$ cat config.mk
export PLATFORM = sky130hd
export DESIGN_NAME = pulsing_led_table_top
export DESIGN_NICKNAME = d
export VERILOG_FILES = /design/src/hdl/plt_pkg.sv /design/src/hdl/plt_cell.sv /design/src/hdl/plt_scaler.sv /design/src/hdl/pulsing_led_table_top.sv
export SDC_FILE = /design/constraint.sdc
export NUM_CORES = 2
export LEC_CHECK = 0
export ABC_AREA = 1
export BUFFER_PORTS_ARGS = -buffer_cell sky130_fd_sc_hd__buf_2
export CAP_MARGIN = 20
export CORE_MARGIN = 2
export CORE_UTILIZATION = 65
export CTS_CLUSTER_SIZE = 25
export DETAILED_ROUTE_END_ITERATION = 8
export PLACE_DENSITY_LB_ADDON = 0.05
export SYNTH_ARGS = -nofsm -noshare
export SYNTH_HDL_FRONTEND = slang
export SYNTH_SLANG_ARGS = --single-unit
$ cat constraint.sdc
create_clock -name clk -period 12.5 [get_ports clk]
set_input_delay 2.5 -clock clk [delete_from_list [all_inputs] [get_ports clk]]
set_output_delay 2.5 -clock clk [all_outputs]
set_load 0.005 [all_outputs]
$ cat src/hdl/plt_pkg.sv
// Package of shared types, constants and envelope functions for the pulsing LED table.
`timescale 1ns / 1ps
`default_nettype none

package plt_pkg;

    localparam int MAX_LEDS_DEF = 64;
    localparam int PHASE_STEPS  = 15;
    localparam int RAMP_LAST    = 3;
    localparam int RAMP_UNIT    = 4;
    localparam int FALL_BASE    = 19;
    localparam int SCALE_SHIFT  = 4;

    localparam logic [1:0] MODE_ADD    = 2'd0;
    localparam logic [1:0] MODE_REMOVE = 2'd1;
    localparam logic [1:0] MODE_CLEAR  = 2'd2;
    localparam logic [1:0] MODE_TICK   = 2'd3;

    typedef struct packed {
        logic [3:0] y;
        logic [3:0] x;
        logic [7:0] red;
        logic [7:0] green;
        logic [7:0] blue;
    } entry_t;

    typedef struct packed {
        logic shift;
        logic load;
    } cell_ctrl_t;

    typedef struct packed {
        logic       valid;
        logic       last;
        logic       dropped;
        logic [4:0] num;
        entry_t     entry;
    } res_req_t;

    function automatic logic [3:0] phase_advance(input logic [3:0] p);
        logic [3:0] n;
        if (p == 4'(PHASE_STEPS - 1))
            n = 4'd0;
        else
            n = p + 4'd1;
        return n;
    endfunction

    function automatic logic [4:0] pulse_num(input logic [3:0] p);
        logic [4:0] n;
        if (p <= 4'(RAMP_LAST))
            n = 5'(({1'b0, p} + 5'd1) * 5'(RAMP_UNIT));
        else
            n = 5'(FALL_BASE) - {1'b0, p};
        return n;
    endfunction

endpackage

`default_nettype wire

$ cat src/hdl/plt_cell.sv
// One table cell: holds an entry and takes its neighbour's entry or a loaded one.
`timescale 1ns / 1ps
`default_nettype none

module plt_cell
    import plt_pkg::*;
(
    input  wire logic       clk,
    input  wire cell_ctrl_t ctrl,
    input  wire entry_t     load_data,
    input  wire entry_t     right,
    output entry_t          q
);

    entry_t q_reg;

    always_ff @(posedge clk)
    begin
        if (ctrl.load)
            q_reg <= load_data;
        else if (ctrl.shift)
            q_reg <= right;
    end

    assign q = q_reg;

endmodule

`default_nettype wire

$ cat src/hdl/plt_scaler.sv
// Output stage: scales an entry's colour by the envelope and registers the result.
`timescale 1ns / 1ps
`default_nettype none

module plt_scaler
    import plt_pkg::*;
(
    input  wire logic     clk,
    input  wire logic     rst_n,
    input  wire res_req_t req,
    output logic          result_valid,
    output logic [3:0]    out_x,
    output logic [3:0]    out_y,
    output logic [7:0]    out_red,
    output logic [7:0]    out_green,
    output logic [7:0]    out_blue,
    output logic          last_of_run,
    output logic          add_dropped
);

    function automatic logic [7:0] scale(input logic [7:0] b, input logic [4:0] n);
        logic [12:0] prod;
        prod = {5'b0, b} * {8'b0, n};
        return prod[SCALE_SHIFT +: 8];
    endfunction

    logic       valid_reg;
    logic [3:0] x_reg;
    logic [3:0] y_reg;
    logic [7:0] red_reg;
    logic [7:0] green_reg;
    logic [7:0] blue_reg;
    logic       last_reg;
    logic       dropped_reg;

    always_ff @(posedge clk or negedge rst_n)
    begin
        if (!rst_n)
            valid_reg <= 1'b0;
        else
            valid_reg <= req.valid;
    end

    always_ff @(posedge clk)
    begin
        x_reg       <= req.entry.x;
        y_reg       <= req.entry.y;
        red_reg     <= scale(req.entry.red, req.num);
        green_reg   <= scale(req.entry.green, req.num);
        blue_reg    <= scale(req.entry.blue, req.num);
        last_reg    <= req.last;
        dropped_reg <= req.dropped;
    end

    assign result_valid = valid_reg;
    assign out_x        = x_reg;
    assign out_y        = y_reg;
    assign out_red      = red_reg;
    assign out_green    = green_reg;
    assign out_blue     = blue_reg;
    assign last_of_run  = last_reg;
    assign add_dropped  = dropped_reg;

endmodule

`default_nettype wire

$ cat src/hdl/pulsing_led_table_top.sv
// Top level of the pulsing LED table: command decode, walk sequencer and cell chain.
//
// An item is taken when start is high and busy is low. Add and clear leave busy
// low, as do a remove on an empty table and a tick while stopped. A remove or a
// running tick on a non-empty table raises busy for a walk: the entries sit
// in a chain of cells that rotates one place a cycle past the head, so every walk
// visits the whole table. A tick emits one result a cycle on result_valid, the
// first passing the walk state and then the scaler's output register; a dropped
// add gives its single result in the cycle straight after the edge that takes it.
// Results cannot be held off and must be taken on the cycle they appear.
`timescale 1ns / 1ps
`default_nettype none

module pulsing_led_table_top
    import plt_pkg::*;
#(
    parameter int MAX_LEDS = MAX_LEDS_DEF
)
(
    input  wire logic       clk,
    input  wire logic       rst_n,
    input  wire logic       start,
    output logic            busy,
    input  wire logic [1:0] mode,
    input  wire logic [3:0] led_x,
    input  wire logic [3:0] led_y,
    input  wire logic [7:0] in_red,
    input  wire logic [7:0] in_green,
    input  wire logic [7:0] in_blue,
    output logic            result_valid,
    output logic [3:0]      out_x,
    output logic [3:0]      out_y,
    output logic [7:0]      out_red,
    output logic [7:0]      out_green,
    output logic [7:0]      out_blue,
    output logic            last_of_run,
    output logic            add_dropped
);

    localparam int CNT_W = $clog2(MAX_LEDS + 1);

    localparam logic ST_IDLE = 1'b0;
    localparam logic ST_WALK = 1'b1;

    localparam logic OP_REMOVE = 1'b0;
    localparam logic OP_TICK   = 1'b1;

    logic             state_reg;
    logic             state_next;
    logic             op_reg;
    logic             op_next;
    logic [CNT_W-1:0] step_reg;
    logic [CNT_W-1:0] step_next;
    logic [CNT_W-1:0] count_reg;
    logic [CNT_W-1:0] count_next;
    logic             found_reg;
    logic             found_next;
    logic [3:0]       phase_reg;
    logic [3:0]       phase_next;
    logic             running_reg;
    logic             running_next;
    logic [4:0]       num_reg;
    logic [4:0]       num_next;
    logic [3:0]       key_x_reg;
    logic [3:0]       key_y_reg;

    entry_t           cell_q [MAX_LEDS];
    cell_ctrl_t       cell_ctrl [MAX_LEDS];
    entry_t           head;
    entry_t           in_entry;
    entry_t           load_data;
    res_req_t         req;

    logic             accept;
    logic             full;
    logic             add_ok;
    logic             add_full;
    logic             walk_shift;
    logic             load_tail;
    logic             drop;
    logic [3:0]       tick_phase;

    assign accept   = start && !busy;
    assign busy     = (state_reg == ST_WALK);
    assign full     = (count_reg == CNT_W'(MAX_LEDS));
    assign add_ok   = accept && (mode == MODE_ADD) && !full;
    assign add_full = accept && (mode == MODE_ADD) && full;
    assign head     = cell_q[0];

    assign in_entry.x     = led_x;
    assign in_entry.y     = led_y;
    assign in_entry.red   = in_red;
    assign in_entry.green = in_green;
    assign in_entry.blue  = in_blue;

    assign load_data  = load_tail ? head : in_entry;
    assign tick_phase = phase_advance(phase_reg);

    always_comb
    begin
        walk_shift = 1'b0;
        load_tail  = 1'b0;
        drop       = 1'b0;
        if (state_reg == ST_WALK)
        begin
            walk_shift = 1'b1;
            if (op_reg == OP_REMOVE && !found_reg &&
                head.x == key_x_reg && head.y == key_y_reg)
                drop = 1'b1;
            else
                load_tail = 1'b1;
        end
    end

    for (genvar i = 0; i < MAX_LEDS; i++)
    begin : g_cell
        entry_t right;

        if (i == MAX_LEDS - 1)
        begin : g_end
            assign right = cell_q[i];
        end
        else
        begin : g_mid
            assign right = cell_q[i + 1];
        end

        assign cell_ctrl[i].shift = walk_shift;
        assign cell_ctrl[i].load  = (add_ok && (CNT_W'(i) == count_reg)) ||
                                    (load_tail && (CNT_W'(i) == count_reg - CNT_W'(1)));

        plt_cell u_cell (
            .clk       (clk),
            .ctrl      (cell_ctrl[i]),
            .load_data (load_data),
            .right     (right),
            .q         (cell_q[i])
        );
    end

    always_comb
    begin
        state_next   = state_reg;
        op_next      = op_reg;
        step_next    = step_reg;
        count_next   = count_reg;
        found_next   = found_reg;
        phase_next   = phase_reg;
        running_next = running_reg;
        num_next     = num_reg;

        if (state_reg == ST_WALK)
        begin
            step_next = step_reg - CNT_W'(1);
            if (drop)
            begin
                found_next = 1'b1;
                count_next = count_reg - CNT_W'(1);
                if (count_reg == CNT_W'(1))
                    running_next = 1'b0;
            end
            if (step_reg == CNT_W'(1))
                state_next = ST_IDLE;
        end
        else if (accept)
        begin
            case (mode)
                MODE_ADD:
                begin
                    if (!full)
                    begin
                        count_next = count_reg + CNT_W'(1);
                        if (count_reg == '0)
                            running_next = 1'b1;
                    end
                end
                MODE_REMOVE:
                begin
                    if (count_reg != '0)
                    begin
                        state_next = ST_WALK;
                        op_next    = OP_REMOVE;
                        step_next  = count_reg;
                        found_next = 1'b0;
                    end
                end
                MODE_CLEAR:
                begin
                    count_next = '0;
                end
                MODE_TICK:
                begin
                    if (running_reg)
                    begin
                        phase_next = tick_phase;
                        num_next   = pulse_num(tick_phase);
                        if (count_reg != '0)
                        begin
                            state_next = ST_WALK;
                            op_next    = OP_TICK;
                            step_next  = count_reg;
                        end
                    end
                end
                default:
                begin
                    state_next = state_reg;
                end
            endcase
        end
    end

    always_ff @(posedge clk or negedge rst_n)
    begin
        if (!rst_n)
        begin
            state_reg   <= ST_IDLE;
            op_reg      <= OP_REMOVE;
            step_reg    <= '0;
            count_reg   <= '0;
            found_reg   <= 1'b0;
            phase_reg   <= 4'd0;
            running_reg <= 1'b0;
            num_reg     <= 5'd0;
        end
        else
        begin
            state_reg   <= state_next;
            op_reg      <= op_next;
            step_reg    <= step_next;
            count_reg   <= count_next;
            found_reg   <= found_next;
            phase_reg   <= phase_next;
            running_reg <= running_next;
            num_reg     <= num_next;
        end
    end

    always_ff @(posedge clk)
    begin
        if (accept)
        begin
            key_x_reg <= led_x;
            key_y_reg <= led_y;
        end
    end

    always_comb
    begin
        req.valid   = add_full || (state_reg == ST_WALK && op_reg == OP_TICK);
        req.dropped = add_full;
        req.last    = (state_reg == ST_WALK) && (op_reg == OP_TICK) &&
                      (step_reg == CNT_W'(1));
        req.num     = num_reg;
        req.entry   = add_full ? '0 : head;
    end

    plt_scaler u_scaler (
        .clk          (clk),
        .rst_n        (rst_n),
        .req          (req),
        .result_valid (result_valid),
        .out_x        (out_x),
        .out_y        (out_y),
        .out_red      (out_red),
        .out_green    (out_green),
        .out_blue     (out_blue),
        .last_of_run  (last_of_run),
        .add_dropped  (add_dropped)
    );

    a_walk_steps: assert property (@(posedge clk) disable iff (!rst_n)
        state_reg == ST_WALK |-> step_reg != '0 && step_reg <= count_reg)
        else $error("walk step count out of range");

    a_count_max: assert property (@(posedge clk) disable iff (!rst_n)
        count_reg <= CNT_W'(MAX_LEDS))
        else $error("entry count above table size");

    a_count_running: assert property (@(posedge clk) disable iff (!rst_n)
        count_reg != '0 |-> running_reg)
        else $error("entries held while stopped");

    a_tick_walk: assert property (@(posedge clk) disable iff (!rst_n)
        accept && mode == MODE_TICK && running_reg && count_reg != '0
        |=> state_reg == ST_WALK && op_reg == OP_TICK)
        else $error("running tick did not start a walk");

    a_single_drop: assert property (@(posedge clk) disable iff (!rst_n)
        drop |=> found_reg)
        else $error("removal not recorded");

endmodule

`default_nettype wire
==> summary.md <==
| Metric | Value |
|---|---|
| Run status | completed |
| Wire length of the first global-routing pass | 397000 um |
| Area of the die | 0.152 mm^2 |
| Setup TNS after final layout | 0 ns |
| Post-DR wirelength/cell | 21.8 um |
| TritonCTS clock tree | built |
| Number of register bits inferred by synthesis | 2118 |
| Core region area | 0.148 mm^2 |
| Placer Congestion | 0.897 |
| Synth-to-layout area growth | 8.05% |
| Nets@finish | 10000 |
| Largest voltage drop on the vdd net | 0.192 mV |
| Vias in the first global route | 65700 |
| Commonest non-fill, non-tap cell in the layout | nand2_1 |
| Critical path class | in2reg |
| CTS max path bufs | 3 |
| Pwr Density | 325 mW/mm^2 |
| Setup slack after layout | 6.20 ns |
| Cell variety after synth | 51 |
| Number of antenna violations at the first check in global routing | 4 |
| Number of buffer cells added on primary ports | 72 |
| Post-detailed-route DRC marker count | 0 |
| Post-cts repair resize count | 0 |
| Clk root buf | clkbuf_16 |
| Detailed Route WL | 261000 um |
| Kind of capture point of the worst setup path | flip-flop |
| First-pass iteration count of the detailed router | 6 |
| Chip height | 390 um |
| Clock-pin slew reported for the worst setup and hold paths after clock tree synthesis | 0.06 ns |
| Detailed Route Iter0 Violations | 8314 |
| Clock period minus worst slack | 6.30 ns |
| Cell count after synthesis | 10100 |
| Number of fill cells in the layout | 10600 |
| Clock sink count | 2118 |
| CTS hold repair buffers | 0 |
| Area taken by flip-flops and latches | 0.0631 mm^2 |
| Detailed-route vias per instance | 5.81 |
| Htree depth | 4 |
| Std cell rows | 141 |
| Share of the yosys chip area belonging to registers | 65.2% |
| Total area of multi-input combinational cells | 0.0298 mm^2 |
| Worst Skew | 0.0643 ns |
| Nature of the critical path startpoint | input port |
| Number of pins with negative max-slew slack in the final report | 0 |
| LEAKAGE | 0.0464 uW |
| Clock buffer count from CTS | 208 |
| Flip-flop count of the largest register, all copies and words added | 2048 |
| Clock latency on the worst-skew pair | 0.86 ns |
| Highest clock rate | 159 MHz |
| Max-cap check violation count | 0 |
| GRT Total Usage | 34.2% |
| Syn Area/Cell | 9.61 um^2 |
| Area share of the leading cell type in the synthesized netlist | 63.7% |
| Endpoint required time on the critical path | 13.24 ns |
| Number of setup buffers added after CTS | 0 |
| Synthesis Warnings | 0 |
| Initial Util | 65.5% |
| Post-DP HPWL | 160000 um |
| Ports | 73 |
| Portion of the clock cycle consumed by the worst path in the final layout | 50.4% |
| Final-report setup violation count | 0 |
| Residual overflow from global routing | 0 |
| Synth area leaders | edfxtp_1 64%, nand2_1 23%, nand3_1 2.9%, buf_2 1.8%, fa_1 0.99% |
| Synth Net Count | 10200 |
| Largest fanout of any net on the critical path | 25 |
| Detailed-route via count | 69500 |
| Worst hold path type | reg2reg |
| Commonest cells after routing, fill and taps aside | 5913 x nand2_1, 2056 x edfxtp_1, 565 x nand3_1 |
| Maximum number of pins on one net before global-route repair | 63 |
| Setup repair after global routing missed its margin | false |
| Slew at the pin closest to its max-slew limit | 1.22 ns |
| Post-Place Setup Slack | 5.34 ns |
| Final number of hold-violating endpoints | 0 |
| Signal arrival time at the worst endpoint | 7.04 ns |
| Area of the mapped netlist | 0.0969 mm^2 |
| Die width | 390 um |
| Detail Route Antenna Nets | 0 |
| Library cell with the largest summed area after synthesis | edfxtp_1 |
| Layout cells sized above 1 | 6.96% |
| Slew Limit Headroom | 18.6% |
==> synthesized netlist by cell type (all sizes together) <==
cell type	number
fa	48
nor2	206
a31oi	1
dfrtp	28
xnor2	11
a32oi	1
nand4	4
a21oi	27
ha	65
xor2	27
nand3	566
a211oi	4
o21bai	3
dfxtp	34
inv	235
a311oi	1
nor3	15
o22ai	4
o31ai	8
buf	423
clkinv	2
nor4	2
clkbuf	246
o22a	1
o221ai	1
o211ai	3
edfxtp	2056
a221oi	1
o21ai	64
nand3b	1
o2111ai	1
nand2	5993
==> worst max-delay path, cell delays in order <==
cell	delay, ns
buf_2	0.13
inv_1	0.10
nand2_1	0.09
nor2_4	0.13
nand2_1	0.37
inv_1	0.37
buf_4	0.35
nor2_1	0.10
inv_1	0.13
nor2_1	0.08
fa_1	0.52
fa_1	0.49
inv_1	0.05
fa_1	0.47
inv_1	0.04
ha_1	0.33
nand2_1	0.11
nor2_1	0.05
a211oi_1	0.17
nand2_1	0.15
nand3_1	0.10
nand2_1	0.06
xor2_1	0.14
==> cell type report <==
class / instances / share of cell area (%)
clock inverter: 123 / 1.09
inverter: 237 / 0.855
antenna: 2 / 0.00478
multi-input combinational: 7058 / 28.5
clock buffer: 265 / 5.24
timing repair buffer: 240 / 1.74
tap: 1930 / 2.31
sequential: 2118 / 60.3
==> cell families (layout without fill, tap and decap cells) <==
| group | after synthesis | count (layout) | share of synthesized area, % |
|---|---|---|---|
| xor+xnor | 38 | 38 | 0.359 |
| buf+inv | 906 | 865 | 4.37 |
| simple gates | 6787 | 6787 | 27.5 |
| other cells | 0 | 2 | 0 |
| flops | 2118 | 2118 | 65.2 |
| compound gates | 120 | 120 | 0.814 |
| fa+ha+maj | 113 | 113 | 1.83 |
==> per-layer routing <==
layer  vias to the layer above  part of all wire [%]  track usage, %
met4                         2                   3.9            12.9
met5                         -                0.0035               0
li1                      32100                     -               -
met2                      3833                    46            53.2
met1                     33100                    39            49.0
met3                       551                    11            6.00
==> power breakdown <==
part | switching (uW) | internal, uW | total (uW)
combinational | 9640 | 3630 | 13300
clock | 2740 | 3390 | 6130
sequential | 1250 | 13400 | 14600
total | 13600 | 20400 | 34000
==> worst paths after layout <==
| path | start | endpoint | slack, ns | cells after the start |
|---|---|---|---|---|
| max | mode[1] | u_scaler.out_red[5] | 6.20 | 23 |
| min | g_cell[1].u_cell.q[7] | g_cell[0].u_cell.q[7] | 0.46 | 2 |
| max reg2reg | count_reg[0] | u_scaler.out_red[5] | 6.64 | 23 |
| min reg2reg | g_cell[1].u_cell.q[7] | g_cell[0].u_cell.q[7] | 0.46 | 2 |
| max in group asynchronous | rst_n | phase_reg[0] | 10.22 | 1 |
| min in group asynchronous | rst_n | count_reg[2] | 1.77 | 1 |
==> stage by stage <==
step | instances | cell area [um^2] | utilization (%) | power, uW | hold WS, ns
floorplan | 10100 | 96900 | - | 22900 | 0.442
global placement | 11600 | 97800 | 66.1 | 27700 | 0.489
detailed placement | 11600 | 97900 | 66.2 | 27800 | 0.493
CTS | 12000 | 105000 | 70.7 | 34000 | 0.457
global route | 12000 | 105000 | 70.8 | 36200 | 0.489
finish | 12000 | 105000 | 70.8 | 34000 | 0.456
(Power assumes the default switching activity.)
